===== src/lfps_pkg.sv =====
// Shared types and constants for the line-follow PID steering core.
// No dependencies; imported by every module under src.
`timescale 1ns / 1ps

package lfps_pkg;

  // Register indexes on the configuration port
  localparam logic [1:0] REG_TARGET = 2'd0;
  localparam logic [1:0] REG_PROP   = 2'd1;
  localparam logic [1:0] REG_INTEG  = 2'd2;
  localparam logic [1:0] REG_DERIV  = 2'd3;

  // Reset values of the registers
  localparam logic [9:0]  TARGET_RST = 10'd512;
  localparam logic [31:0] PROP_RST   = 32'd123815854;
  localparam logic [31:0] INTEG_RST  = 32'd39;
  localparam logic [31:0] DERIV_RST  = 32'd749312410;

  // Arithmetic constants
  localparam logic [10:0] FULL_SCALE = 11'd1023;
  localparam logic [6:0]  STEER_MAX  = 7'd120;
  localparam int          FRAC_BITS  = 24;
  localparam logic [50:0] TERM_CAP   = {1'b1, 50'b0};
  localparam int          TOTAL_W    = 53;

  // Stage 1: error terms
  typedef struct packed {
    logic signed [10:0] err;
    logic signed [31:0] sum;
    logic signed [11:0] diff;
  } lfps_err_t;

  // Stage 2: product magnitudes with signs
  typedef struct packed {
    logic [41:0] p_mag;
    logic        p_neg;
    logic [63:0] i_mag;
    logic        i_neg;
    logic [42:0] d_mag;
    logic        d_neg;
  } lfps_prod_t;

endpackage


===== src/lfps_mult.sv =====
// Gain multiply stage: three unsigned magnitude products with signs.
// Depends on lfps_pkg.
`timescale 1ns / 1ps

module lfps_mult import lfps_pkg::*; (
  input  logic        clk,
  input  logic        en,
  input  lfps_err_t   err_in,
  input  logic [31:0] prop_gain,
  input  logic [31:0] integ_gain,
  input  logic [31:0] deriv_gain,
  output lfps_prod_t  prod_q
);

  logic [10:0] err_neg;
  logic [11:0] diff_neg;
  logic [9:0]  err_mag;
  logic [10:0] diff_mag;
  logic [31:0] sum_mag;

  // Magnitudes of the signed operands
  assign err_neg  = 11'(-err_in.err);
  assign diff_neg = 12'(-err_in.diff);
  assign err_mag  = err_in.err[10] ? err_neg[9:0] : err_in.err[9:0];
  assign diff_mag = err_in.diff[11] ? diff_neg[10:0] : err_in.diff[10:0];
  assign sum_mag  = err_in.sum[31] ? (~err_in.sum + 32'd1) : err_in.sum;

  always_ff @(posedge clk) begin
    if (en) begin
      prod_q.p_mag <= 42'(prop_gain) * 42'(err_mag);
      prod_q.p_neg <= err_in.err[10];
      prod_q.i_mag <= 64'(integ_gain) * 64'(sum_mag);
      prod_q.i_neg <= err_in.sum[31];
      prod_q.d_mag <= 43'(deriv_gain) * 43'(diff_mag);
      prod_q.d_neg <= err_in.diff[11];
    end
  end

endmodule


===== config.mk =====
export PLATFORM = sky130hd
export DESIGN_NAME = lfps_mult
export DESIGN_NICKNAME = d
export VERILOG_FILES = /design/src/lfps_pkg.sv /design/src/lfps_mult.sv
export SDC_FILE = /design/constraint.sdc
export NUM_CORES = 2
export LEC_CHECK = 0
export BUFFER_PORTS_ARGS = -buffer_cell sky130_fd_sc_hd__buf_2
export CORE_UTILIZATION = 40
export DETAILED_ROUTE_END_ITERATION = 16
export PLACE_DENSITY_LB_ADDON = 0.3
export SLEW_MARGIN = 20
export SYNTH_ARGS = -nofsm -noshare
export SYNTH_HDL_FRONTEND = slang
export SYNTH_SLANG_ARGS = --single-unit

===== constraint.sdc =====
create_clock -name clk -period 15.38 [get_ports clk]
set_input_delay 2.307 -clock clk [delete_from_list [all_inputs] [get_ports clk]]
set_output_delay 2.307 -clock clk [all_outputs]
set_load 0.02 [all_outputs]

# ---- Word-level counts from Yosys, hierarchy flattened
# Index checks and enable logic that the tools add are counted.
dict set report op_classes {
  reduce_logical 0
  n_div 0
  n_bitwise 1
  shifts 0
  muxes 3
  n_mul 3
  eq_ne 0
  n_addsub 3
  magnitude_cmp 0
}
# operator count
set ops {}
lappend ops {{32-bit by 32-bit multiplier with 64-bit output} 1}
lappend ops {{32-bit by 11-bit multiplier with 43-bit output} 1}
lappend ops {{32-bit by 10-bit multiplier with 42-bit output} 1}
lappend ops {{32-bit by 1-bit adder with 32-bit output, second input constant} 1}
lappend ops {{32-bit two-way mux} 1}
lappend ops {{32-bit NOT} 1}
lappend ops {{11-bit two-way mux} 1}
lappend ops {{11-bit negation} 1}
lappend ops {{10-bit two-way mux} 1}
lappend ops {{10-bit negation} 1}
dict set report word_totals {
  inputBits 153
  latch_bits 0
  ff_bits 152
  mem_bits_rw 0
  rom_bits 0
  word_cells 16
  out_inout_bits 152
  memories 0
}

# ---- Logic depth before layout (Yosys ltp)
dict set report depth {
  word_depth 4
  depth_mapped 38
}

# ---- Worst setup path before layout
# No wires, ideal clock.
dict set report synth_path {
  path_kind {input-to-reg}
  start {input port err_in[12] (netlist name)}
  end {register prod_q[101] (netlist name) (data pin)}
  path_buffers 4
  stages 35
  arrival_ps 11006
  slack_ps 4109
  cell_sequence {clkbuf_1 > clkbuf_1 > inv_1 > ha_1 > nand3_2 > or3_1 > or4_4 > or3_4 > o21ai_0 > xnor2_1 > clkbuf_1 > nand2_1 > fa_1 > inv_1 > fa_1 > inv_1 > fa_1 > inv_1 > fa_1 > fa_1 > fa_1 > fa_1 > fa_1 > ha_1 > and2_1 > clkbuf_1 > nand4_1 > a21o_1 > a2111oi_0 > a211oi_1 > o21ai_0 > a21oi_1 > o21a_1 > o21ai_0 > xor2_1}
}
dict set report synth_via {
  elab_chain_len 4
}
# element line_no
set synth_rtl {}
lappend synth_rtl {{start: declaration} lfps_mult.sv:8} ;# input lfps_err_t err_in,
lappend synth_rtl {{32-bit NOT} lfps_mult.sv:26} ;# assign sum_mag = err_in.sum[31] ? (~err_in.sum + 32'd1) : err_in.sum;
lappend synth_rtl {{32-bit by 1-bit adder with 32-bit output} lfps_mult.sv:26}
lappend synth_rtl {{32-bit two-way mux *} lfps_mult.sv:26}
lappend synth_rtl {{32-bit by 32-bit multiplier with 64-bit output *} lfps_mult.sv:32} ;# prod_q.i_mag <= 64'(integ_gain) * 64'(sum_mag);
lappend synth_rtl {{end: declaration} lfps_mult.sv:12} ;# output lfps_prod_t prod_q
# Mark *: on every way between the ends. The rest lies on a longest branch, timed or not.
# A chain may end at the register's enable or synchronous reset.

# ---- Worst setup path in the final report
dict set report layout_path {
  start {input port err_in[15] (netlist name)}
  end {register prod_q[107] (netlist name) (data pin)}
}
# Same word-level chain as after synthesis.

==> reports/qor.log <==
qor: run_status.outcome completed
qor: critical_path.worst_path_most_repeated_cell sky130_fd_sc_hd__fa_1
qor: critical_path.worst_setup_path_end_kind register
qor: detailed_routing.finalWirelength 166,000 microns
qor: global_routing.pin_count_of_the_biggest_net_entering_global_routing 91
qor: layout.final_nets 8,364
qor: critical_path.crit_family adder cells
qor: cts.tritoncts.num_buffers 17
qor: placement.post_detailed_placement_half_perimeter_wirelength 128,000 microns
qor: cts.ctsResizeCount 0
qor: synth.postSynthCellCount 6,367
qor: global_routing.all_layer_gr_usage 0.231
qor: detailed_routing.ant_nets 0
qor: synth.netlist.area_leader.share 0.477
qor: global_routing.number_of_antenna_violations_at_the_first_check_in_global_routing 12
qor: global_routing.grt_first_pass_wirelength 264,000 microns
qor: cts.cts_tree yes
qor: timing.hold_viol_final 0
qor: cts.cts-root-buf sky130_fd_sc_hd__clkbuf_16
qor: cts.ctsLongestPathBuffers 2
qor: critical_path.critical_path.max_stage_delay 850 ps
qor: synth.postSynthRegisterBits 152
qor: floorplanning.design.die.area 149,000 sq um
qor: synth.synth.yosys.warnings 0
qor: cts.cts.reportedPaths.clkPinSlew 80 ps
qor: placement.port-buffer-count 304
qor: timing.maxSlewViolCount 0
qor: timing.fin_worst_hold_slack 2120 ps
qor: floorplanning.coreArea 146,000 sq um
qor: min_path.worst_hold_path_type primary input to register
qor: floorplanning.number_of_top_level_pins 305
qor: timing.min_period 12,140 ps
qor: detailed_routing.detail_route.wl_per_cell 19.9 microns
qor: flow_run.max_cap_violations 0
qor: synth.netlist_area_before_placement 58,900 sq um
qor: placement.pre_cts_ws 2880 ps
qor: placement.place_congestion 0.930
qor: layout.regMostFlops prod_q
qor: layout.largest_reg_flops 152
qor: synth.synth.distinct_cells 63
qor: critical_path.slowest_stage sky130_fd_sc_hd__xor2_4
qor: cts.clock_sink_count 152
qor: detailed_routing.initialDrtViolationCount 2,703
qor: synth.synth-seq-area-share 0.0775
qor: floorplanning.die-height 386 microns
qor: global_routing.number_of_global_route_vias_before_repair 46,300
qor: timing.rsz0062_at_grt false
qor: critical_path.worstSetupStartpointType primary input
qor: detailed_routing.via_per_inst 5.18
qor: layout.biggestRegsByFlops prod_q x152
qor: critical_path.worstPathMaxFanout 32
qor: timing.clock.fmax 82.4 MHz
qor: detailed_routing.detailroute.via_count 43,100
qor: synth.ys_top_cells_by_area sky130_fd_sc_hd__fa_1 (48%), sky130_fd_sc_hd__ha_1 (9.0%), sky130_fd_sc_hd__inv_1 (8.6%)
qor: timing.tightest_slew 1090 ps
qor: synth.async_flop_share 0
qor: timing.max-slew-margin-rel 0.269
qor: layout.drive_above_1_share 0.0721
qor: floorplanning.die_w 386 microns
qor: timing.fin_setup_tns 0 ps
qor: synth.synth_area_per_cell 9.25 sq um
qor: timing.setup_viol_count_final 0
qor: critical_path.cp_data_arrival_time 12,430 ps
qor: synth.netlist.top_cell.by_area sky130_fd_sc_hd__fa_1
qor: synth.synth_nets 8,347
qor: synth.ys_dominant_reg_cell sky130_fd_sc_hd__edfxtp_1
qor: layout.syn2layout_area_growth 6.95%
qor: timing.final_min_period_over_clock_period 0.790
qor: cts.h-tree-depth 4
qor: synth.post_synth_edffs 152
qor: cts.holdBufCountCts 0
qor: critical_path.required 15,670 ps
qor: timing.setup_ws 3240 ps
qor: critical_path.timing_worst_setup_path_type primary input to register
qor: detailed_routing.drc 0
qor: cts.cts_setup_buffers 0
qor: critical_path.path_buf_inv 4
qor: detailed_routing.drt_first_pass_iters 5
qor: floorplanning.initial_core_util 0.403
qor: floorplanning.rows 140
qor: global_routing.gr-total-overflow 0
qor: layout.final_core_utilization 0.432
[kinds of logic after synthesis]
| family | count (synthesis) | synth area share |
|---|---|---|
| and+or+nand+nor | 2007 | 0.167 |
| DFF | 152 | 0.0775 |
| xor gates and xnor gates | 188 | 0.0280 |
| muxes | 1 | 0.000170 |
| adders and majority gates | 1827 | 0.567 |
| buffers and inverters | 1722 | 0.110 |
| AOI/OAI and AO/OA | 470 | 0.0506 |
[cell usage in the layout (no fill, tap or decap), types with 4 or more instances in the layout]
master / count
sky130_fd_sc_hd__o31ai_2: 4
sky130_fd_sc_hd__a21boi_0: 10
sky130_fd_sc_hd__buf_4: 61
sky130_fd_sc_hd__clkbuf_16: 17
sky130_fd_sc_hd__nand2b_1: 30
sky130_fd_sc_hd__and2_1: 584
sky130_fd_sc_hd__and4_1: 6
sky130_fd_sc_hd__a41oi_1: 4
sky130_fd_sc_hd__nor2b_1: 164
sky130_fd_sc_hd__nor2_1: 59
sky130_fd_sc_hd__xor2_4: 4
sky130_fd_sc_hd__o21ai_0: 96
sky130_fd_sc_hd__nand2_1: 1044
sky130_fd_sc_hd__fa_1: 1403
sky130_fd_sc_hd__a31oi_1: 21
sky130_fd_sc_hd__xnor2_1: 84
sky130_fd_sc_hd__buf_2: 303
sky130_fd_sc_hd__o211ai_1: 4
sky130_fd_sc_hd__o21ai_1: 4
sky130_fd_sc_hd__xnor2_4: 5
sky130_fd_sc_hd__a21o_1: 80
sky130_fd_sc_hd__xor2_1: 60
sky130_fd_sc_hd__a211oi_1: 12
sky130_fd_sc_hd__edfxtp_1: 152
sky130_fd_sc_hd__o21bai_1: 26
sky130_fd_sc_hd__o21a_1: 18
sky130_fd_sc_hd__nand4_1: 39
sky130_fd_sc_hd__nor3_1: 13
sky130_fd_sc_hd__ha_1: 424
sky130_fd_sc_hd__a221oi_1: 4
sky130_fd_sc_hd__a21oi_1: 141
sky130_fd_sc_hd__and3_1: 16
sky130_fd_sc_hd__a2111oi_0: 6
sky130_fd_sc_hd__or3_1: 9
sky130_fd_sc_hd__o31ai_1: 12
sky130_fd_sc_hd__nand3_1: 24
sky130_fd_sc_hd__xnor2_2: 32
sky130_fd_sc_hd__o41ai_1: 4
sky130_fd_sc_hd__inv_1: 1354
[metrics by stage]
step,cells,cell area [sq um]
floorplan,6367,58900
global placement,8281,62300
detailed placement,8281,62300
CTS,8312,62900
global route,8314,63000
finish,8314,63000
[area by class of cell]
| type | count | area, sq um |
|---|---|---|
| Tap cell | 1917 | 2400 |
| Sequential cell | 152 | 4560 |
| Timing Repair Buffer | 366 | 2020 |
| Antenna cell | 1 | 2.50 |
| Inverter | 1354 | 5080 |
| Clock buffer | 18 | 429 |
| Clock inverter | 13 | 171 |
| Multi-Input combinational cell | 4493 | 48300 |
| Fill cell | 14300 | 82900 |
[final timing paths]
| kind | from | end | cells after the start |
|---|---|---|---|
| hold / removal | err_in[54] | prod_q[109]$_DFFE_PP_ | 1 |
| setup / recovery | err_in[15] | prod_q[107]$_DFFE_PP_ | 31 |
[metal layers]
| layer | GRT usage | routed length (microns) |
|---|---|---|
| met3 | 0.0331 | 9300 |
| met4 | 0.0706 | 4960 |
| met2 | 0.383 | 80200 |
| met1 | 0.313 | 71100 |
| met5 | 0 | 35 |
[Yosys cell counts, types with 21 or more instances]
library cell / number
sky130_fd_sc_hd__and2_1: 584
sky130_fd_sc_hd__a31oi_1: 21
sky130_fd_sc_hd__ha_1: 424
sky130_fd_sc_hd__clkbuf_1: 331
sky130_fd_sc_hd__nand4_1: 39
sky130_fd_sc_hd__nand2b_1: 30
sky130_fd_sc_hd__o21ai_0: 97
sky130_fd_sc_hd__xor2_1: 67
sky130_fd_sc_hd__xnor2_1: 121
sky130_fd_sc_hd__nor2b_1: 164
sky130_fd_sc_hd__fa_1: 1403
sky130_fd_sc_hd__nand3_1: 24
sky130_fd_sc_hd__a21oi_1: 141
sky130_fd_sc_hd__a21o_1: 80
sky130_fd_sc_hd__nor2_1: 59
sky130_fd_sc_hd__inv_1: 1354
sky130_fd_sc_hd__o21bai_1: 26
sky130_fd_sc_hd__buf_1: 29
sky130_fd_sc_hd__nand2_1: 1044
sky130_fd_sc_hd__edfxtp_1: 152
Power is not shown: default switching activity piles up to over one toggle a cycle in this logic, so the estimate is an artifact.
