[config.mk]
export PLATFORM = sky130hd
export DESIGN_NAME = lfps_front
export DESIGN_NICKNAME = d
export VERILOG_FILES = /design/src/lfps_pkg.sv /design/src/lfps_front.sv
export SDC_FILE = /design/constraint.sdc
export NUM_CORES = 1
export LEC_CHECK = 0
export BUFFER_PORTS_ARGS = -buffer_cell sky130_fd_sc_hd__buf_4
export CAP_MARGIN = 15
export CORE_MARGIN = 2
export CORE_UTILIZATION = 27
export DETAILED_ROUTE_END_ITERATION = 8
export GPL_ROUTABILITY_DRIVEN = 0
export SLEW_MARGIN = 10
export SYNTH_ARGS = -nofsm -noshare
export SYNTH_HDL_FRONTEND = slang
export SYNTH_SLANG_ARGS = --single-unit
[constraint.sdc]
create_clock -name clk -period 16.2 [get_ports clk]
set_input_delay 2.43 -clock clk [delete_from_list [all_inputs] [get_ports clk]]
set_output_delay 2.43 -clock clk [all_outputs]
set_load 0.05 [all_outputs]
[src/lfps_pkg.sv]
// Shared types and constants for the line-follow PID steering core.
// No dependencies; imported by every module under src.
`timescale 1ns / 1ps

package lfps_pkg;

  // Register indexes on the configuration port
  localparam logic [1:0] REG_TARGET = 2'd0;
  localparam logic [1:0] REG_PROP   = 2'd1;
  localparam logic [1:0] REG_INTEG  = 2'd2;
  localparam logic [1:0] REG_DERIV  = 2'd3;

  // Reset values of the registers
  localparam logic [9:0]  TARGET_RST = 10'd512;
  localparam logic [31:0] PROP_RST   = 32'd123815854;
  localparam logic [31:0] INTEG_RST  = 32'd39;
  localparam logic [31:0] DERIV_RST  = 32'd749312410;

  // Arithmetic constants
  localparam logic [10:0] FULL_SCALE = 11'd1023;
  localparam logic [6:0]  STEER_MAX  = 7'd120;
  localparam int          FRAC_BITS  = 24;
  localparam logic [50:0] TERM_CAP   = {1'b1, 50'b0};
  localparam int          TOTAL_W    = 53;

  // Stage 1: error terms
  typedef struct packed {
    logic signed [10:0] err;
    logic signed [31:0] sum;
    logic signed [11:0] diff;
  } lfps_err_t;

  // Stage 2: product magnitudes with signs
  typedef struct packed {
    logic [41:0] p_mag;
    logic        p_neg;
    logic [63:0] i_mag;
    logic        i_neg;
    logic [42:0] d_mag;
    logic        d_neg;
  } lfps_prod_t;

endpackage

[src/lfps_front.sv]
// Error, saturating integrator and difference stage.
// Depends on lfps_pkg.
`timescale 1ns / 1ps

module lfps_front import lfps_pkg::*; (
  input  logic        clk,
  input  logic        rst,
  input  logic        accept,
  input  logic [9:0]  light_raw,
  input  logic [9:0]  target_level,
  output lfps_err_t   err_q
);

  logic [10:0]        err_u;
  logic signed [10:0] err;
  logic signed [32:0] sum_wide;
  logic signed [31:0] error_sum;
  logic signed [31:0] error_sum_next;
  logic signed [10:0] previous_error;
  logic signed [11:0] diff;

  // err = target - (1023 - raw); modular in 11 bits, true value always fits
  assign err_u = 11'(target_level) + 11'(light_raw) - FULL_SCALE;
  assign err   = $signed(err_u);

  // Integrator with saturation at the 32-bit limits
  always_comb begin
    sum_wide = {error_sum[31], error_sum} + {{22{err[10]}}, err};
    if (sum_wide[32] != sum_wide[31]) begin
      error_sum_next = sum_wide[32] ? {1'b1, 31'b0} : {1'b0, {31{1'b1}}};
    end else begin
      error_sum_next = sum_wide[31:0];
    end
  end

  assign diff = {err[10], err} - {previous_error[10], previous_error};

  // Controller state
  always_ff @(posedge clk) begin
    if (rst) begin
      error_sum      <= '0;
      previous_error <= '0;
    end else if (accept) begin
      error_sum      <= error_sum_next;
      previous_error <= err;
    end
  end

  // Stage register
  always_ff @(posedge clk) begin
    if (accept) begin
      err_q.err  <= err;
      err_q.sum  <= error_sum_next;
      err_q.diff <= diff;
    end
  end

  // State only moves on an accepted beat
  a_sum_hold: assert property (@(posedge clk) disable iff (rst)
    !accept |=> $stable(error_sum) && $stable(previous_error))
    else $error("controller state changed without a beat");

  // Stored previous error is the error of the last beat
  a_prev_err: assert property (@(posedge clk) disable iff (rst)
    accept |=> previous_error == err_q.err)
    else $error("previous error does not track stage register");

endmodule

-- Word-level counts from Yosys, hierarchy flattened
Index checks and enable logic that the tools add are counted.
- $add $sub $neg: 4
- eq/ne operators: 1
- muxes and demuxes: 2
- operators by type and width (operator ; count):
    two-way mux 32 bit ; 2
    adder 32 x 11 -> 33 bit ; 1
    subtractor 11 x 11 -> 12 bit ; 1
    adder 10 x 10 -> 11 bit ; 1
    subtractor 11 x 10 -> 11 bit (second input constant) ; 1
    != test 1 bit ; 1
- register bits after elaboration: 98
- input bits: 23
- output and inout port bits: 55
- logic and storage cells: 12

-- Logic depth before layout (Yosys ltp)
Gate-level depths: netlist of run 1.
- word-level depth: 5
- mapped depth: 23
- depth with buffers taken out: 21

-- Worst setup path after synthesis of run 1
No wires, ideal clock.
- kind: in2reg
- from: in light_raw[0]
- to: reg error_sum[20]
- library setup time: 0.140 ns
- arrival time: 7.327 ns
- required time: 16.060 ns
- path slack: 8.732 ns
- stages on the path: 22
- buffers on the path: 1
- cells stage by stage: inv_1 ha_1 fa_1 nor2b_1 o21ai_0 a21boi_0 o21ai_0 a21boi_0 o21ai_0 a21oi_1 a21oi_1 ha_1 a21o_1 a31oi_1 o21bai_1 a21oi_1 o21ai_0 a31oi_4 mux2_4 nor2_2 buf_6 a211oi_2
- word-level cells in the longest chain between the ends: 5
- elaborated cells between the ends (all ways): 6
- those cells by class: add/sub: 3; eq/ne: 1; mux: 2
- ends and longest elaborated chain (what ; RTL line ; source):
    from (decl) ; lfps_front.sv:9 ; input logic [9:0] light_raw,
    adder 10 x 10 -> 11 bit (*) ; lfps_front.sv:23 ; assign err_u = 11'(target_level) + 11'(light_raw) - FULL_SCALE;
    subtractor 11 x 10 -> 11 bit (*) ; lfps_front.sv:23 ;
    via err[10] ; lfps_front.sv:15 ; logic signed [10:0] err;
    adder 32 x 11 -> 33 bit (*) ; lfps_front.sv:28 ; sum_wide = {error_sum[31], error_sum} + {{22{err[10]}}, err};
    two-way mux 32 bit or != test 1 bit (tied branches) ; lfps_front.sv:30, lfps_front.sv:29 ;
    two-way mux 32 bit (*) ; lfps_front.sv:29 ; if (sum_wide[32] != sum_wide[31]) begin
    to (signal assigned) ; lfps_front.sv:44 ; error_sum <= error_sum_next;
    to (decl) ; lfps_front.sv:17 ; logic signed [31:0] error_sum;
The timed path passes the listed nets; every way through them passes the cells marked *.
A chain may end at the register's enable or synchronous reset.

-- Worst setup path after layout of run 1
- from: in light_raw[0]
- to: reg error_sum[13]
The elaborated chain is that of the path after synthesis.

==> impl_metrics.toml, run 1 <==
[outcome]
outcome = "finished, final reports clean"

[worst_setup_path]
crit_fanout = 34
crit_slowest_cell = "mux2_4"
arrival_ps = 7830
r2r_cells = 12
max_stage_delay_ps = 460
crit_cells = 24
cp_common_cell = "o21ai_0"
cp.buffers_inverters = 4
rrSetupSlack_ps = 12340
crit_path_start_kind = "primary input"
crit_family = "compound AO/OA/AOI/OAI gates"
crit_path_cell_trace = "buf_4, inv_1, ha_1, fa_1, nor2b_1, o21ai_0, a21boi_0, o21ai_0, a21boi_0, o21ai_0, a21oi_1, a21oi_2, buf_4, ha_1, a21o_1, a31oi_1, o21bai_1, a21oi_1, o21ai_0, a31oi_4, mux2_4, nor2_2, buf_4, a211oi_1"
worstPathRequired_ps = 16400
crit_type = "primary input to flip-flop"
endpoint_kind = "flip-flop"

[synthesis]
synth_nets = 705
synth-edff-count = 55
seq_area_frac_synth = 0.411
ys.flop_type = "edfxtp_1"
synth_area_um2 = 6120
yosysWarnings = 0
synth-seq-cells = 98
synth_cell_types = 57
syn_avg_cell_area_um2 = 9.77
syn_inst = 626
async_reset_ff_frac = 0

[place]
io_buffer_count = 77
dpl.hpwl_um = 10100

[clocking]
clock-sinks = 98
cts_tree = "yes"
cts.repair.resized = 0
clockBufferDepth = 2
cts_buffers = 9
root_buffer = "clkbuf_16"
htreeDepth = 3
cts_hold_buf = 0
post_cts.repair.setup_buffers = 0
clock_latency_ps = 350
clk_pin_slew_worst_paths_ps = 70

[layout]
final_nets = 770
nFillCells = 2303
multiInputGateArea_um2 = 3340
area_growth_pct = 17.9
utilization = 0.322
drive_above_1_share = 0.181
final_common_cell = "buf_4"
regArea_um2 = 2510
final_cell_mix = "buf_4, nor2_1, nand2_1"
diodes = 0

[sta]
max_slew_margin = 0.547
worst_pin_slew_ps = 680
finalHoldViolCount = 0
maxSlewViolCount = 0
hold_slack_ps = 471
post-route-period-util = 0.471
fin_crit_ps = 7640
rsz0062_at_grt = "false"
totalNegativeSetupSlack_ps = 0
setup_viol = 0
skew_ps = 5.01
fmax_ghz = 0.131

[route]
routed_wl_um = 13800
via_per_inst = 4.74
detail_route.drc_violations = 0
ant_nets = 0
dr.first_iter.drc_count = 252
wl_met3_um = 546
dr.pass1.iters = 4
wire_per_inst_um = 14.1
wl_met2_um = 6110
dr.max_layer_used = "met4"
dr_total_vias = 4647
wl_met1_um = 6910

[global_route]
grt_pass1_vias = 4471
grt_max_degree = 52
antenna_found_initial = 0
grt_pass1_wl_um = 22300
grt_overflow_total = 0
track_usage = 0.116

[floorplanning]
initial_core_util = 0.273
dieArea_um2 = 23900
rows = 55
die_x_um = 155
die_h_um = 155
ios = 78
coreArea_um2 = 22400

[min_path]
min_path_type = "flip-flop to flip-flop"
hold-path-cell-count = 2

[power_and_ir_drop]
vdd_drop_max_mv = 0.0636
cellPowerDensity_nw_per_um2 = 204
p_total_uw = 1470
power_leakage_uw = 0.00299

[job]
max_cap_viol_count = 0
[sequential cells by signal, summed over array words and instances, names as in the netlist]
signal,count
previous_error,11
err_q,55
error_sum,32
[cells by family (layout without fill, tap and decap cells)]
kind of cell | after synthesis | in the layout | synth area share
multiplexers | 9 | 9 | 0.0164
AND/OR/NAND/NOR | 197 | 197 | 0.150
XOR/XNOR | 37 | 37 | 0.0561
flip-flops | 98 | 98 | 0.411
AO/OA/AOI/OAI | 165 | 165 | 0.205
adder cells (fa/ha/maj) | 56 | 56 | 0.118
buffers and inverters | 64 | 134 | 0.0444
[stage by stage]
stage	cell area, um2	std cells	setup slack [ps]
finish	7210	981	8560
detailed placement	6950	965	8200
global route	7210	981	8030
global placement	6950	965	8340
floorplan	6120	626	8730
CTS	7210	981	8550
[power by group]
group	total (uW)	internal, uW	switching [uW]	leakage [uW]
Clock	199	104	94.1	0.000123
Combinational	860	309	551	0.00198
Sequential	411	377	34.0	0.000890
[cells in the mapped netlist, drive strengths merged, types with 3 or more instances]
cell type | count | area share
o21a | 9 | 0.011
nand3 | 4 | 0.0033
xor2 | 4 | 0.0057
o21bai | 10 | 0.012
a21boi | 10 | 0.012
a211oi | 31 | 0.054
a311oi | 3 | 0.0072
nor2b | 12 | 0.012
a21oi | 42 | 0.036
nor2 | 66 | 0.041
dfxtp | 43 | 0.14
ha | 53 | 0.11
o21ai | 25 | 0.021
edfxtp | 55 | 0.27
mux2i | 7 | 0.011
nor3 | 6 | 0.0049
a31oi | 5 | 0.0076
buf | 9 | 0.011
nand2b | 27 | 0.028
fa | 3 | 0.0098
and3 | 4 | 0.0041
o211ai | 4 | 0.0049
xnor2 | 33 | 0.050
clkbuf | 17 | 0.010
a21o | 9 | 0.011
inv | 38 | 0.023
nand4 | 9 | 0.0092
a211o | 3 | 0.0043
nand2 | 62 | 0.038
[routing by layer]
layer,up-vias,track usage
li1,2369,-
met5,-,0
met4,0,0.0397
met3,17,0.0221
met1,2169,0.160
met2,92,0.181
[worst reg2reg max path, cell delays in order, from the launching register on]
cell and delay [ps]:
dfxtp_1 330, ha_1 240, fa_1 410, a21o_1 190, a221oi_1 420, o21a_1 310, o31a_4 190, o41a_1 190
nor2b_1 60, mux2_4 380, nor2_2 470, buf_4 390, a211oi_1 130
[cell type report]
type,count,share of cell area
inverters,38,0.0198
clock buffers,12,0.0328
flip-flops and latches,98,0.348
well taps,285,0.0494
multi-input cells,464,0.462
repair buffers,80,0.0833
clock inverters,4,0.00399
[path summary, 6_finish.rpt]
check | start | end
hold reg to reg | previous_error[10] | previous_error[10]
hold / removal | previous_error[10] | previous_error[10]
setup reg to reg | error_sum[0] | error_sum[13]
setup / recovery | light_raw[0] | error_sum[13]
(Power assumes the default switching activity.)
==> run 2: changes to the inputs <==
==> constraint.sdc (replaced) <==
create_clock -name clk -period 7.5 [get_ports clk]
set_input_delay 1.125 -clock clk [delete_from_list [all_inputs] [get_ports clk]]
set_output_delay 1.125 -clock clk [all_outputs]
set_load 0.05 [all_outputs]
==> impl_metrics.toml, run 2 (same netlist as run 1, synthesis figures left out) <==
[floorplanning]
dieArea_um2 = 23900
coreArea_um2 = 22400
die_h_um = 155
initial_core_util = 0.273
rows = 55
ios = 78
die_x_um = 155

[clocking]
clock-sinks = 98
clock_latency_ps = 360
cts_hold_buf = 0
clockBufferDepth = 2
cts_buffers = 9
cts_tree = "yes"
htreeDepth = 3
cts.repair.resized = 0
post_cts.repair.setup_buffers = 0
root_buffer = "clkbuf_16"
clk_pin_slew_worst_paths_ps = 70

[global_route]
grt_max_degree = 52
antenna_found_initial = 0
grt_pass1_wl_um = 22800
track_usage = 0.119
grt_overflow_total = 0
grt_pass1_vias = 4502

[layout]
diodes = 0
final_cells = 982
final_common_cell = "buf_4"
final_cell_mix = "buf_4, nor2_1, nand2_1"
reg_top3 = "err_q (55), error_sum (32), previous_error (11)"
area_growth_pct = 18.3
final_nets = 771
drive_above_1_share = 0.185
largest_reg_flops = 55
top_register = "err_q"
design_area_um2 = 7230

[sta]
rsz0062_at_grt = "false"
maxSlewViolCount = 0
skew_ps = 11.0
fin_crit_ps = 6220
finalHoldViolCount = 0
setup_viol = 0
totalNegativeSetupSlack_ps = 0
max_slew_margin = 0.356
post-route-period-util = 0.830
worst_pin_slew_ps = 966
fmax_ghz = 0.161

[job]
max_cap_viol_count = 0

[route]
wire_per_inst_um = 14.1
dr.pass1.iters = 5
dr_total_vias = 4585
via_per_inst = 4.67
routed_wl_um = 13800
detail_route.drc_violations = 0
ant_nets = 0
dr.first_iter.drc_count = 240

[power_and_ir_drop]
vdd_drop_max_mv = 0.137
power_leakage_uw = 0.00300
cellPowerDensity_nw_per_um2 = 441

[place]
dpl.hpwl_um = 10100
dp_cells = 966
io_buffer_count = 77
placed_area_um2 = 6960

[worst_setup_path]
arrival_ps = 6420
crit_type = "primary input to flip-flop"
crit_fanout = 34
endpoint_kind = "flip-flop"
crit_path_cell_trace = "buf_4, inv_1, ha_1, fa_1, nor2b_1, o21ai_0, a21boi_0, o21ai_0, a21boi_0, o21ai_0, a21oi_1, a21oi_2, buf_4, ha_1, nand2_1, o21ai_0, a311oi_4, o21ai_2, a31oi_4, mux2_4, nor2_2, buf_4, a211oi_1"
crit_path_start_kind = "primary input"
crit_slowest_cell = "a21oi_2"
cp_common_cell = "o21ai_0"
worstPathRequired_ps = 7700
max_stage_delay_ps = 750

[outcome]
outcome = "finished, final reports clean"

[min_path]
min_path_type = "flip-flop to flip-flop"
run 2: metrics by stage:
step	utilization	total power (uW)	hold WS (ps)	setup WS, ps
finish	0.322	3190	481	1280
global route	0.322	3430	517	820
CTS	0.322	3230	481	1270
detailed placement	0.310	2760	469	900
global placement	0.310	2770	451	1060
floorplan	-	2320	441	1340
run 2: cell type report:
class | count | area (um2)
clock inverters | 6 | 48.8
fillers | 2337 | 15200
well taps | 285 | 357
repair buffers | 81 | 608
multi-input cells | 464 | 3340
flip-flops and latches | 98 | 2510
inverters | 38 | 143
clock buffers | 10 | 229
run 2: report_power, final:
group          switching, uW  internal (uW)  total, uW
Clock                    213            229        441
Combinational           1190            670       1860
Sequential              71.3            815        886
run 2: final timing paths:
path	start	end	slack, ps	cells past startpoint
max	light_raw[0]	error_sum[19]	1280	23
min	previous_error[10]	previous_error[10]	480	2
max reg2reg	error_sum[0]	error_sum[19]	4020	12
min reg2reg	previous_error[10]	previous_error[10]	480	2
run 2: routing by layer:
metal	global-route usage	up-vias	wire (um)
li1	-	2375	-
met1	0.166	2115	7040
met2	0.182	71	6020
met3	0.0193	24	463
met4	0.0520	0	320
met5	0	-	0
run 2: worst max-delay path: cells and delay by family:
family	cells	cell delay [ps]
adders and majority gates	3	730
and+or+nand+nor	3	300
buffers and inverters	4	800
muxes	1	470
AOI/OAI and AO/OA	12	2980
