==> config.mk <==
export PLATFORM = sky130hd
export DESIGN_NAME = lfps_sum
export DESIGN_NICKNAME = d
export VERILOG_FILES = /design/src/lfps_pkg.sv /design/src/lfps_sum.sv
export SDC_FILE = /design/constraint.sdc
export NUM_CORES = 1
export LEC_CHECK = 0
export BUFFER_PORTS_ARGS = -buffer_cell sky130_fd_sc_hd__buf_2
export CAP_MARGIN = 30
export CORE_MARGIN = 4
export CORE_UTILIZATION = 55
export CTS_BUF_LIST = sky130_fd_sc_hd__clkbuf_2 sky130_fd_sc_hd__clkbuf_4 sky130_fd_sc_hd__clkbuf_8
export DETAILED_ROUTE_END_ITERATION = 6
export MAX_ROUTING_LAYER = met4
export PLACE_DENSITY = 0.81
export REMOVE_ABC_BUFFERS = 1
export SYNTH_ARGS = -nofsm -noshare
export SYNTH_HDL_FRONTEND = slang
export SYNTH_SLANG_ARGS = --single-unit
==> constraint.sdc <==
create_clock -name clk -period 14.4 [get_ports clk]
set_input_delay 1.44 -clock clk [delete_from_list [all_inputs] [get_ports clk]]
set_output_delay 1.44 -clock clk [all_outputs]
set_load 0.02 [all_outputs]
==> src/lfps_pkg.sv <==
// Shared types and constants for the line-follow PID steering core.
// No dependencies; imported by every module under src.
`timescale 1ns / 1ps

package lfps_pkg;

  // Register indexes on the configuration port
  localparam logic [1:0] REG_TARGET = 2'd0;
  localparam logic [1:0] REG_PROP   = 2'd1;
  localparam logic [1:0] REG_INTEG  = 2'd2;
  localparam logic [1:0] REG_DERIV  = 2'd3;

  // Reset values of the registers
  localparam logic [9:0]  TARGET_RST = 10'd512;
  localparam logic [31:0] PROP_RST   = 32'd123815854;
  localparam logic [31:0] INTEG_RST  = 32'd39;
  localparam logic [31:0] DERIV_RST  = 32'd749312410;

  // Arithmetic constants
  localparam logic [10:0] FULL_SCALE = 11'd1023;
  localparam logic [6:0]  STEER_MAX  = 7'd120;
  localparam int          FRAC_BITS  = 24;
  localparam logic [50:0] TERM_CAP   = {1'b1, 50'b0};
  localparam int          TOTAL_W    = 53;

  // Stage 1: error terms
  typedef struct packed {
    logic signed [10:0] err;
    logic signed [31:0] sum;
    logic signed [11:0] diff;
  } lfps_err_t;

  // Stage 2: product magnitudes with signs
  typedef struct packed {
    logic [41:0] p_mag;
    logic        p_neg;
    logic [63:0] i_mag;
    logic        i_neg;
    logic [42:0] d_mag;
    logic        d_neg;
  } lfps_prod_t;

endpackage

==> src/lfps_sum.sv <==
// Term sum, truncation toward zero and clamp to the steering range.
// Depends on lfps_pkg.
`timescale 1ns / 1ps

module lfps_sum import lfps_pkg::*; (
  input  logic              clk,
  input  logic              en,
  input  lfps_prod_t        prod_in,
  output logic signed [7:0] steering
);

  logic [50:0]               i_cap;
  logic signed [TOTAL_W-1:0] tp;
  logic signed [TOTAL_W-1:0] ti;
  logic signed [TOTAL_W-1:0] td;
  logic signed [TOTAL_W-1:0] total;
  logic [TOTAL_W-1:0]        total_mag;
  logic [TOTAL_W-FRAC_BITS-1:0] whole;
  logic [6:0]                steer_mag;
  logic [7:0]                steer_ext;

  // Integral term is capped at 2^50 before summing
  assign i_cap = (prod_in.i_mag > 64'(TERM_CAP)) ? TERM_CAP : prod_in.i_mag[50:0];

  // Signed terms and their sum
  always_comb begin
    tp = $signed(TOTAL_W'(prod_in.p_mag));
    ti = $signed(TOTAL_W'(i_cap));
    td = $signed(TOTAL_W'(prod_in.d_mag));
    if (prod_in.p_neg) tp = -tp;
    if (prod_in.i_neg) ti = -ti;
    if (prod_in.d_neg) td = -td;
  end

  always_ff @(posedge clk) begin
    if (en) begin
      total <= tp + ti + td;
    end
  end

  // Truncate toward zero via magnitude, then clamp
  assign total_mag = total[TOTAL_W-1] ? TOTAL_W'(-total) : total;
  assign whole     = total_mag[TOTAL_W-1:FRAC_BITS];
  assign steer_mag = (whole > (TOTAL_W-FRAC_BITS)'(STEER_MAX)) ? STEER_MAX : whole[6:0];
  assign steer_ext = total[TOTAL_W-1] ? 8'(-{1'b0, steer_mag}) : {1'b0, steer_mag};

  always_ff @(posedge clk) begin
    if (en) begin
      steering <= $signed(steer_ext);
    end
  end

endmodule
---- Yosys cells after proc, flatten, opt, wreduce, memory -nomap -nowiden ----
Cells that the tools add are included.
word-level totals
  input bits .............................. 154
  output and inout bits ................... 8
  logic and storage cells ................. 19
  register bits after elaboration ......... 61
cells by class
  mux-type cells .......................... 7
  order comparisons ....................... 2
  $add $sub $neg .......................... 7
operators with widths
  kind                                                              number
  2-to-1 mux 53 bit                                                 4
  adder 53 bit                                                      2
  greater-than comparator 64 x 51 -> 1 bit (second input constant)  1
  negator 42 -> 53 bit                                              1
  negator 43 -> 53 bit                                              1
  negator 51 -> 53 bit                                              1
  negator 53 bit                                                    1
  2-to-1 mux 51 bit                                                 1
  greater-than comparator 29 x 7 -> 1 bit (second input constant)   1
  2-to-1 mux 7 bit                                                  2
  negator 7 -> 8 bit                                                1

---- Logic depth before layout (Yosys ltp) ----
Gate-level depths: netlist of the first run.
  word-level depth ........................ 6
  mapped depth ............................ 31

---- Worst setup path after synthesis of the first run ----
OpenSTA, ideal clock, no wires.
  kind .................................... input -> register
  from .................................... input port prod_in[55] in the netlist's numbering
  to ...................................... register total[51] (data pin)
  arrival ................................. 8.047 ns
  stages on the path ...................... 27
  buffers on the path ..................... 4
  path slack .............................. 6.094 ns
  cells stage by stage .................... or4_1 > nand2b_1 > or3_1 > nor2_1 > nand3_1 > a21oi_1 > clkbuf_1 > clkbuf_1 > nand2_1 > ha_1 > clkbuf_1 > nor2_1 > nor2_1 > clkbuf_1 > a311oi_1 > fa_1 > ha_1 > a21o_1 > or4_1 > a221o_1 > nand3_1 > nand2_1 > o211ai_1 > a31oi_1 > a31o_2 > a31o_2 > a211o_1
between the ends
  word-level cells in the longest chain between the ends .. 6
RTL lines
  element                                   RTL line        RTL
  start, declared                           lfps_sum.sv:8   input lfps_prod_t prod_in,
  greater-than comparator 64 x 51 -> 1 bit  lfps_sum.sv:23  assign i_cap = (prod_in.i_mag > 64'(TERM_CAP)) ? TERM_CAP : prod_in.i_mag[50:0];
  2-to-1 mux 51 bit (*)                     lfps_sum.sv:23
  negator 51 -> 53 bit                      lfps_sum.sv:31  if (prod_in.i_neg) ti = -ti;
  2-to-1 mux 53 bit (*)                     lfps_sum.sv:31
  adder 53 bit (*) (2 in a row)             lfps_sum.sv:37  total <= tp + ti + td;
  end signal, assigned                      lfps_sum.sv:37
  end, declared                             lfps_sum.sv:16  logic signed [TOTAL_W-1:0] total;
Every way passes the cells marked *; elsewhere a longest branch is shown, timed or not.
A chain may end at the register's enable or synchronous reset.

---- Worst setup path after layout of the first run ----
  from .................................... input port prod_in[55] in the netlist's numbering
  to ...................................... register total[49] (data pin)
Same word-level chain as after synthesis.

==> results of run 1 <==
routing by layer:
metal	GRT usage, %	wire length (um)
met5	-	0
met4	8.77	714
met3	3.36	2470
met2	42.5	12600
met1	41.4	13100
critical path: cells and delay by family:
kind                       cells  cell delay [ns]
buffers and inverters          1             0.13
AOI/OAI and AO/OA             11             3.46
and+or+nand+nor               10             2.32
xor gates and xnor gates       1             0.15
adders and majority gates      3             1.27
cells in the mapped netlist (27+ instances only):
| cell type | count |
|---|---|
| a21oi_1 | 78 |
| clkbuf_1 | 48 |
| edfxtp_1 | 61 |
| fa_1 | 53 |
| ha_1 | 55 |
| inv_1 | 50 |
| nand2_1 | 106 |
| nand3_1 | 35 |
| nor2_1 | 95 |
| nor3_1 | 35 |
| nor4_1 | 27 |
| o21ai_0 | 113 |
| o31ai_1 | 38 |
| or4_1 | 29 |
| xnor2_1 | 121 |
| xor2_1 | 46 |
cell usage in the layout, fill, tap and decap left out, drive strengths merged, types with 5 or more instances in the layout:
master / Yosys / routed
o41ai: 16 / 16
or3: 21 / 21
o221ai: 6 / 6
nand2: 106 / 106
fa: 53 / 53
ha: 55 / 55
a21o: 21 / 21
nor4: 27 / 27
buf: 3 / 167
edfxtp: 61 / 61
nand4: 18 / 18
nor2b: 8 / 8
nand3: 35 / 35
nand2b: 17 / 17
o21a: 9 / 9
a311oi: 9 / 9
or2: 9 / 9
nor2: 95 / 95
a211oi: 7 / 7
o22ai: 5 / 5
a21oi: 78 / 78
inv: 51 / 51
o211ai: 9 / 9
clkbuf: 48 / 10
o21ai: 114 / 114
a31oi: 10 / 10
a211o: 6 / 6
xnor2: 122 / 122
o31ai: 38 / 38
xor2: 46 / 46
nor3: 35 / 35
and3: 7 / 7
nand3b: 5 / 5
or4: 31 / 31
report_power, final:
part,switching [W],leakage [nW],total (W),internal (W)
clock network,0.0000658,0.120,0.000183,0.000117
registers,0.0000621,0.599,0.000335,0.000273
logic,0.000315,3.70,0.000546,0.000231
total,0.000443,4.41,0.00106,0.000620
kinds of logic after synthesis:
logic type,after synthesis,share of synthesized area [%]
AOI/OAI and AO/OA,371,23.8
xor gates and xnor gates,168,14.7
adders and majority gates,108,17.4
buffers and inverters,102,3.87
DFF,61,18.2
muxes,3,0.323
and+or+nand+nor,430,21.8
state kept, by name, indices dropped and copies added (netlist names):
name / flops
steering: 8
total: 53
metrics by stage:
stage / cell area (um^2) / std cells / setup slack [ns] / hold slack [ns]
3_5_place_dp: 11000 / 1588 / 5.54 / 0.789
4_1_cts: 11300 / 1604 / 5.90 / 0.803
3_3_place_gp: 11000 / 1588 / 5.81 / 0.772
6_report: 11300 / 1604 / 5.71 / 0.807
2_1_floorplan: 9880 / 1192 / 6.08 / 0.688
5_1_grt: 11300 / 1604 / 5.24 / 0.834
final cells by class:
| class | instances | area (um^2) | area share (%) |
|---|---|---|---|
| inverters | 51 | 191 | 1.70 |
| clock buffers | 10 | 131 | 1.17 |
| multi-input cells | 1080 | 7860 | 69.8 |
| clock inverters | 6 | 111 | 0.989 |
| repair buffers | 167 | 851 | 7.56 |
| flip-flops and latches | 61 | 1830 | 16.3 |
| well taps | 229 | 287 | 2.55 |
path summary, 6_finish.rpt:
kind,endpoint,from
setup reg to reg,steering[4],total[38]
setup / recovery,total[49],prod_in[55]
hold / removal,steering[5],total[29]
hold reg to reg,steering[5],total[29]
==> flow_summary.html, run 1 <==
<table>
<tr><th>Metric</th><th>Value</th></tr>
<tr><th colspan="2">STA</th></tr>
<tr><td>Actual transition at the worst max-transition pin</td><td>1.01 ns</td></tr>
<tr><td>Final sum of negative setup slack</td><td>0 ns</td></tr>
<tr><td>Number of endpoints failing setup at the final stage</td><td>0</td></tr>
<tr><td>Max Freq</td><td>115 MHz</td></tr>
<tr><td>Number of failing hold endpoints at the final stage</td><td>0</td></tr>
<tr><td>Slew Limit Headroom</td><td>32.5%</td></tr>
<tr><td>Tcrit/Tclk final</td><td>60.3%</td></tr>
<tr><td>Post-layout min period</td><td>8.69 ns</td></tr>
<tr><td>Pins Over Slew Limit</td><td>0</td></tr>
<tr><td>Clock skew after layout</td><td>0.0113 ns</td></tr>
<tr><td>Unrepaired setup endpoints after global routing</td><td>no</td></tr>
<tr><th colspan="2">Logic synthesis</th></tr>
<tr><td>Fraction of registers with async set or reset after synthesis</td><td>0%</td></tr>
<tr><td>Dominant cell type by area after synthesis</td><td>edfxtp_1</td></tr>
<tr><td>Number of enable flip-flop cells after synthesis</td><td>61</td></tr>
<tr><td>Proportion of netlist area held by the largest area contributor</td><td>18.2%</td></tr>
<tr><td>Post-Synthesis Mean Instance Area</td><td>8.11 um^2</td></tr>
<tr><td>#FFs+latches synth</td><td>61</td></tr>
<tr><td>Synth warn</td><td>0</td></tr>
<tr><td>Ys flop type</td><td>edfxtp_1</td></tr>
<tr><td>Synthesized cell area</td><td>10100 um^2</td></tr>
<tr><td>Cells after synthesis</td><td>between 1000 and 1500</td></tr>
<tr><td>Library cells used by synthesis</td><td>68</td></tr>
<tr><td>Cell types occupying the most area after synthesis</td><td>edfxtp_1, fa_1, xnor2_1</td></tr>
<tr><td>Sequential area share after synthesis</td><td>18.2%</td></tr>
<tr><th colspan="2">Global route</th></tr>
<tr><td>Overflow left after global routing</td><td>0</td></tr>
<tr><td>Global-route wire length before repair</td><td>46.8 mm</td></tr>
<tr><td>Global-route total usage across every layer</td><td>28.7%</td></tr>
<tr><td>Initial antenna violation count</td><td>0</td></tr>
<tr><td>Number of global-route vias before repair</td><td>9474</td></tr>
<tr><td>Pin count of the biggest net entering global routing</td><td>62</td></tr>
<tr><th colspan="2">Routing</th></tr>
<tr><td>Number of vias per cell</td><td>6.36</td></tr>
<tr><td>Antenna violation net count after detailed routing</td><td>0</td></tr>
<tr><td>Count of vias placed by the detailed router</td><td>between 10000 and 15000</td></tr>
<tr><td>Post-route DRC</td><td>0</td></tr>
<tr><td>Detailed Route Iter0 Violations</td><td>855</td></tr>
<tr><td>Final routed wire length divided by cell count</td><td>18.0 um</td></tr>
<tr><td>TritonRoute pass-1 iters</td><td>6</td></tr>
<tr><td>Total Wirelength</td><td>about 29 mm</td></tr>
<tr><th colspan="2">Outcome</th></tr>
<tr><td>Result of the run</td><td>completed</td></tr>
<tr><th colspan="2">Critical path</th></tr>
<tr><td>Capturing element type of the critical path</td><td>flip-flop</td></tr>
<tr><td>Max incr delay on CP</td><td>0.68 ns</td></tr>
<tr><td>Worst path slowest cell</td><td>a2111oi_0</td></tr>
<tr><td>Data required time of the worst path</td><td>~14 ns</td></tr>
<tr><td>Worst setup path class</td><td>input port to flip-flop</td></tr>
<tr><td>Arrival time reported for the critical path endpoint</td><td>~8.8 ns</td></tr>
<tr><td>Setup crit start kind</td><td>input port</td></tr>
<tr><td>Crit-path max FO</td><td>10</td></tr>
<tr><td>Length in cells of the worst reg-to-reg path</td><td>17</td></tr>
<tr><td>Flop2flop setup slack</td><td>9.20 ns</td></tr>
<tr><td>Most frequent cell on the critical path</td><td>a21oi_1</td></tr>
<tr><th colspan="2">Placed design</th></tr>
<tr><td>Sum of net half-perimeters after detailed placement</td><td>24.1 mm</td></tr>
<tr><td>Count of port buffers added during placement</td><td>161</td></tr>
<tr><td>Global placement routability congestion</td><td>between 1 and 1.5</td></tr>
<tr><th colspan="2">Finish</th></tr>
<tr><td>Final standard cell utilization of the core</td><td>about 63%</td></tr>
<tr><td>Fraction of layout instances using a drive strength above 1</td><td>15.2%</td></tr>
<tr><td>Fillcell total</td><td>1609</td></tr>
<tr><td>Final layout net count</td><td>1632</td></tr>
<tr><td>Area growth from synthesis to layout</td><td>11.7%</td></tr>
<tr><td>Antenna fix cells</td><td>0</td></tr>
<tr><th colspan="2">Power</th></tr>
<tr><td>Sum of internal, switching and leakage power</td><td>0.00106 W</td></tr>
<tr><td>Static leakage</td><td>4.41 nW</td></tr>
<tr><td>Total power per unit cell area</td><td>~94 nW/um^2</td></tr>
<tr><td>Worst vdd ir</td><td>around 0.058 mV</td></tr>
<tr><th colspan="2">Floorplanning</th></tr>
<tr><td>Standard-cell rows</td><td>49</td></tr>
<tr><td>Area of the core</td><td>18000 um^2</td></tr>
<tr><td>Die span in y</td><td>around 140 um</td></tr>
<tr><td>Initial core utilization</td><td>between 50% and 60%</td></tr>
<tr><td>Die Wd</td><td>143 um</td></tr>
<tr><td>Top-level I/O count</td><td>162</td></tr>
<tr><td>Die footprint</td><td>just over 20000 um^2</td></tr>
<tr><th colspan="2">Clock network</th></tr>
<tr><td>Clock tree from TritonCTS</td><td>done</td></tr>
<tr><td>Setup Fix Bufs, Post-CTS</td><td>0</td></tr>
<tr><td>Number of CTS-inserted buffers</td><td>9</td></tr>
<tr><td># hold bufs at CTS</td><td>0</td></tr>
<tr><td>Max Root-Sink Buffers</td><td>2</td></tr>
<tr><td>Clock-pin slew on the worst setup and hold paths</td><td>around 0.07 ns</td></tr>
<tr><td>Sink count of the clock tree</td><td>between 60 and 70</td></tr>
<tr><td>Count of H-tree levels built during CTS</td><td>3</td></tr>
<tr><td>Worst-Skew Late Latency</td><td>0.35 ns</td></tr>
<tr><td>Count of cells resized by post-cts repair</td><td>0</td></tr>
<tr><td>Buffer cell driving the clock tree root</td><td>clkbuf_8</td></tr>
<tr><th colspan="2">Min path</th></tr>
<tr><td>Worst hold path cell count</td><td>2</td></tr>
<tr><td>Worst hold path class</td><td>flip-flop to flip-flop</td></tr>
<tr><th colspan="2">Job</th></tr>
<tr><td>Max_cap viols</td><td>0</td></tr>
</table>
No activity file was read; power rests on OpenSTA's default activity.
==> run 2, diff against run 1 <==
==> constraint.sdc (replaced) <==
create_clock -name clk -period 8 [get_ports clk]
set_input_delay 0.8 -clock clk [delete_from_list [all_inputs] [get_ports clk]]
set_output_delay 0.8 -clock clk [all_outputs]
set_load 0.02 [all_outputs]
==> run 2 against run 1 <==
Compared with the run above:
- via count grew 0.15%
- first-iteration DRC count grew 6.0%
- non-clock buffer count is 8 higher
- largest cell class unchanged
- critical endpoint unchanged
- power rose by 73%
- clock power rose by 36%
- count of clock-buffer cells in the layout did not move
- worst setup slack worse by 5.2 ns
- register-to-register slack got worse by 6.5 ns
- sequential power rose by 79%
- flip-flop and latch count unchanged
- wire length grew 0.20%
- highest routed layer unchanged
- combinational power is 81% higher
==> flow_summary.html, run 2 (synthesis gave the netlist of run 1 again) <==
<table>
<tr><th>Metric</th><th>Value</th></tr>
<tr><th colspan="2">Floorplanning</th></tr>
<tr><td>Standard-cell rows</td><td>49 (unchanged)</td></tr>
<tr><td>Initial core utilization</td><td>56.1% (unchanged)</td></tr>
<tr><td>Area of the core</td><td>18000 um^2 (unchanged)</td></tr>
<tr><td>Die Wd</td><td>143 um (unchanged)</td></tr>
<tr><td>Top-level I/O count</td><td>162 (unchanged)</td></tr>
<tr><td>Die span in y</td><td>143 um (unchanged)</td></tr>
<tr><td>Die footprint</td><td>20600 um^2 (unchanged)</td></tr>
<tr><th colspan="2">Finish</th></tr>
<tr><td>Fraction of layout instances using a drive strength above 1</td><td>15.6% (+0.37 points)</td></tr>
<tr><td>Commonest non-fill, non-tap cells in the layout</td><td>buf_2, xnor2_1, o21ai_0</td></tr>
<tr><td>Area of all placed cells without fillers</td><td>11300 um^2 (about the same)</td></tr>
<tr><td>Final standard cell utilization of the core</td><td>62.7% (about the same)</td></tr>
<tr><td>Final layout net count</td><td>1640 (+0.49%)</td></tr>
<tr><td>Most frequent standard cell in the layout excluding fill and tap cells</td><td>buf_2</td></tr>
<tr><td>Number of flip-flops under the largest register name</td><td>53 (unchanged)</td></tr>
<tr><td>Area growth from synthesis to layout</td><td>11.8% (about the same)</td></tr>
<tr><td>Register with the most flip-flops</td><td>total</td></tr>
<tr><td>Top flop regs</td><td>total x53, steering x8</td></tr>
<tr><th colspan="2">Global route</th></tr>
<tr><td>Overflow left after global routing</td><td>0 (unchanged)</td></tr>
<tr><td>Number of global-route vias before repair</td><td>9198 (-2.9%)</td></tr>
<tr><td>Global-route wire length before repair</td><td>46.3 mm (-1.2%)</td></tr>
<tr><td>Initial antenna violation count</td><td>1 (+1)</td></tr>
<tr><td>Global-route total usage across every layer</td><td>28.3% (-0.39 points)</td></tr>
<tr><td>Pin count of the biggest net entering global routing</td><td>62 (unchanged)</td></tr>
<tr><th colspan="2">Clock network</th></tr>
<tr><td>Clock tree from TritonCTS</td><td>done</td></tr>
<tr><td>Worst-Skew Late Latency</td><td>0.33 ns (-0.02 ns)</td></tr>
<tr><td>Count of H-tree levels built during CTS</td><td>3 (unchanged)</td></tr>
<tr><td>Clock-pin slew on the worst setup and hold paths</td><td>0.07 ns (about the same)</td></tr>
<tr><td># hold bufs at CTS</td><td>0 (unchanged)</td></tr>
<tr><td>Buffer cell driving the clock tree root</td><td>clkbuf_8</td></tr>
<tr><td>Max Root-Sink Buffers</td><td>2 (unchanged)</td></tr>
<tr><td>Sink count of the clock tree</td><td>61 (unchanged)</td></tr>
<tr><td>Number of CTS-inserted buffers</td><td>9 (unchanged)</td></tr>
<tr><th colspan="2">Routing</th></tr>
<tr><td>Total Wirelength</td><td>29.0 mm (+0.20%)</td></tr>
<tr><td>Detailed Route Iter0 Violations</td><td>906 (+6.0%)</td></tr>
<tr><td>Post-route DRC</td><td>0 (unchanged)</td></tr>
<tr><td>Final routed wire length divided by cell count</td><td>18.0 um (-0.23%)</td></tr>
<tr><td>Count of vias placed by the detailed router</td><td>10219 (+0.15%)</td></tr>
<tr><td>Number of vias per cell</td><td>6.34 (-0.29%)</td></tr>
<tr><td>Antenna violation net count after detailed routing</td><td>0 (unchanged)</td></tr>
<tr><td>TritonRoute pass-1 iters</td><td>7 (+1)</td></tr>
<tr><th colspan="2">Job</th></tr>
<tr><td>Max_cap viols</td><td>0 (unchanged)</td></tr>
<tr><th colspan="2">Power</th></tr>
<tr><td>Internal power</td><td>0.00105 W (+70%)</td></tr>
<tr><td>Net Switching</td><td>0.000786 W (+78%)</td></tr>
<tr><td>Switching share of total power</td><td>42.7% (+1.1 points)</td></tr>
<tr><td>Static leakage</td><td>4.43 nW (+0.31%)</td></tr>
<tr><td>Total power per unit cell area</td><td>163 nW/um^2 (+73%)</td></tr>
<tr><td>Worst vdd ir</td><td>0.159 mV (+170%)</td></tr>
<tr><td>Share of total power in sequential cells</td><td>32.7% (+1.2 points)</td></tr>
<tr><td>Logic gate share of total power</td><td>53.9% (+2.6 points)</td></tr>
<tr><td>Clk pwr share</td><td>13.5% (-3.7 points)</td></tr>
<tr><th colspan="2">STA</th></tr>
<tr><td>Unrepaired setup endpoints after global routing</td><td>no</td></tr>
<tr><td>Max Freq</td><td>between 100 and 150 MHz</td></tr>
<tr><td>Post-layout min period</td><td>7.47 ns</td></tr>
<tr><td>Number of endpoints failing setup at the final stage</td><td>0 (unchanged)</td></tr>
<tr><td>Worst slack on hold paths</td><td>0.787 ns (-0.0196 ns)</td></tr>
<tr><td>Tcrit/Tclk final</td><td>93.3%</td></tr>
<tr><td>Pins Over Slew Limit</td><td>0 (unchanged)</td></tr>
<tr><td>Number of failing hold endpoints at the final stage</td><td>0 (unchanged)</td></tr>
<tr><td>Actual transition at the worst max-transition pin</td><td>1.05 ns (+0.0427 ns)</td></tr>
<tr><td>Slew Limit Headroom</td><td>29.7% (-2.9 points)</td></tr>
<tr><td>Final sum of negative setup slack</td><td>0 ns (unchanged)</td></tr>
<tr><td>Clock skew after layout</td><td>0.0115 ns (+0.000218 ns)</td></tr>
<tr><th colspan="2">Placed design</th></tr>
<tr><td>Sum of net half-perimeters after detailed placement</td><td>24.1 mm (about the same)</td></tr>
<tr><td>Count of port buffers added during placement</td><td>161 (unchanged)</td></tr>
<tr><td>DP Area</td><td>11100 um^2 (+0.54%)</td></tr>
<tr><td>Global placement routability congestion</td><td>1.05 (+3.2%)</td></tr>
<tr><th colspan="2">Critical path</th></tr>
<tr><td>Arrival time reported for the critical path endpoint</td><td>7.54 ns (-1.24 ns)</td></tr>
<tr><td>Crit-path max FO</td><td>6 (-4)</td></tr>
<tr><td>Data required time of the worst path</td><td>8.07 ns (-6.42 ns)</td></tr>
<tr><td>Setup crit start kind</td><td>input port</td></tr>
<tr><td>Capturing element type of the critical path</td><td>flip-flop</td></tr>
<tr><td>Worst setup path class</td><td>input port to flip-flop</td></tr>
<tr><th colspan="2">Outcome</th></tr>
<tr><td>Result of the run</td><td>completed</td></tr>
<tr><th colspan="2">Min path</th></tr>
<tr><td>Worst hold path class</td><td>flip-flop to flip-flop</td></tr>
</table>
-- run 2: worst max-delay path, stage by stage --
cell and delay [ns]:
buf_2 0.13, or4_1 0.58, nand2b_1 0.26, or3_1 0.43
nor2_1 0.13, nand3_1 0.13, a21oi_2 0.31, nand2_1 0.15
ha_1 0.23, nand3_1 0.13, a21boi_0 0.26, and2_1 0.26
nor3_1 0.07, a311oi_1 0.49, fa_1 0.52, ha_1 0.38
nand4_1 0.13, a21oi_1 0.14, a21o_1 0.19, a21oi_1 0.13
a2111oi_2 0.47, o211ai_1 0.21, a311o_1 0.44, a21oi_1 0.24
a311oi_1 0.15, xnor2_1 0.15
-- run 2: metal layers --
metal / up-vias / routed length [um] / GRT usage, %
met2: 570 / 12700 / 43.0
met4: 0 / 714 / 6.49
met5: - / 0 / -
met1: 4682 / 13000 / 41.6
met3: 63 / 2520 / 2.00
li1: 4904 / - / -
-- run 2: final timing paths --
path | startpoint | endpoint | slack (ns) | cells after the start
worst max-delay path | prod_in[55] | total[49] | 0.53 | 26
worst min-delay path | total[29] | steering[5] | 0.79 | 2
worst min register to register | total[29] | steering[5] | 0.79 | 2
worst max register to register | total[28] | steering[4] | 2.70 | 17
-- run 2: layout make-up --
cell class / instances / area, um^2
Antenna cell: 1 / 2.50
Multi-Input combinational cell: 1080 / 7870
Clock inverter: 4 / 41.3
Sequential cell: 61 / 1830
Timing Repair Buffer: 175 / 911
Tap cell: 229 / 287
Fill cell: 1636 / 6700
Clock buffer: 10 / 131
Inverter: 51 / 191
-- run 2: what timing repair did --
| action | in CTS | in global routing |
|---|---|---|
| setup endpoints to repair | 0 | 12 |
| resized for setup | 0 | 4 |
| hold endpoints to repair | 0 | 0 |
| buffers inserted | 0 | 0 |
-- run 2: stage by stage --
stage               total power (W)  std cells  setup WS (ns)
global route                0.00198       1611         0.0797
floorplan                   0.00127       1192          0.315
global placement            0.00155       1596          0.191
CTS                         0.00182       1610          0.239
finish                      0.00184       1611          0.533
detailed placement          0.00157       1596        -0.0732
-- run 2: power groups by stage --
| stage | sequential [W] | combinational (W) | clock [W] |
|---|---|---|---|
| global placement | 0.000601 | 0.000944 | 0 |
| finish | 0.000601 | 0.000990 | 0.000248 |
| CTS | 0.000596 | 0.000971 | 0.000252 |
| global route | 0.000611 | 0.00110 | 0.000269 |
| detailed placement | 0.000602 | 0.000964 | 0 |
| floorplan | 0.000580 | 0.000687 | 0 |
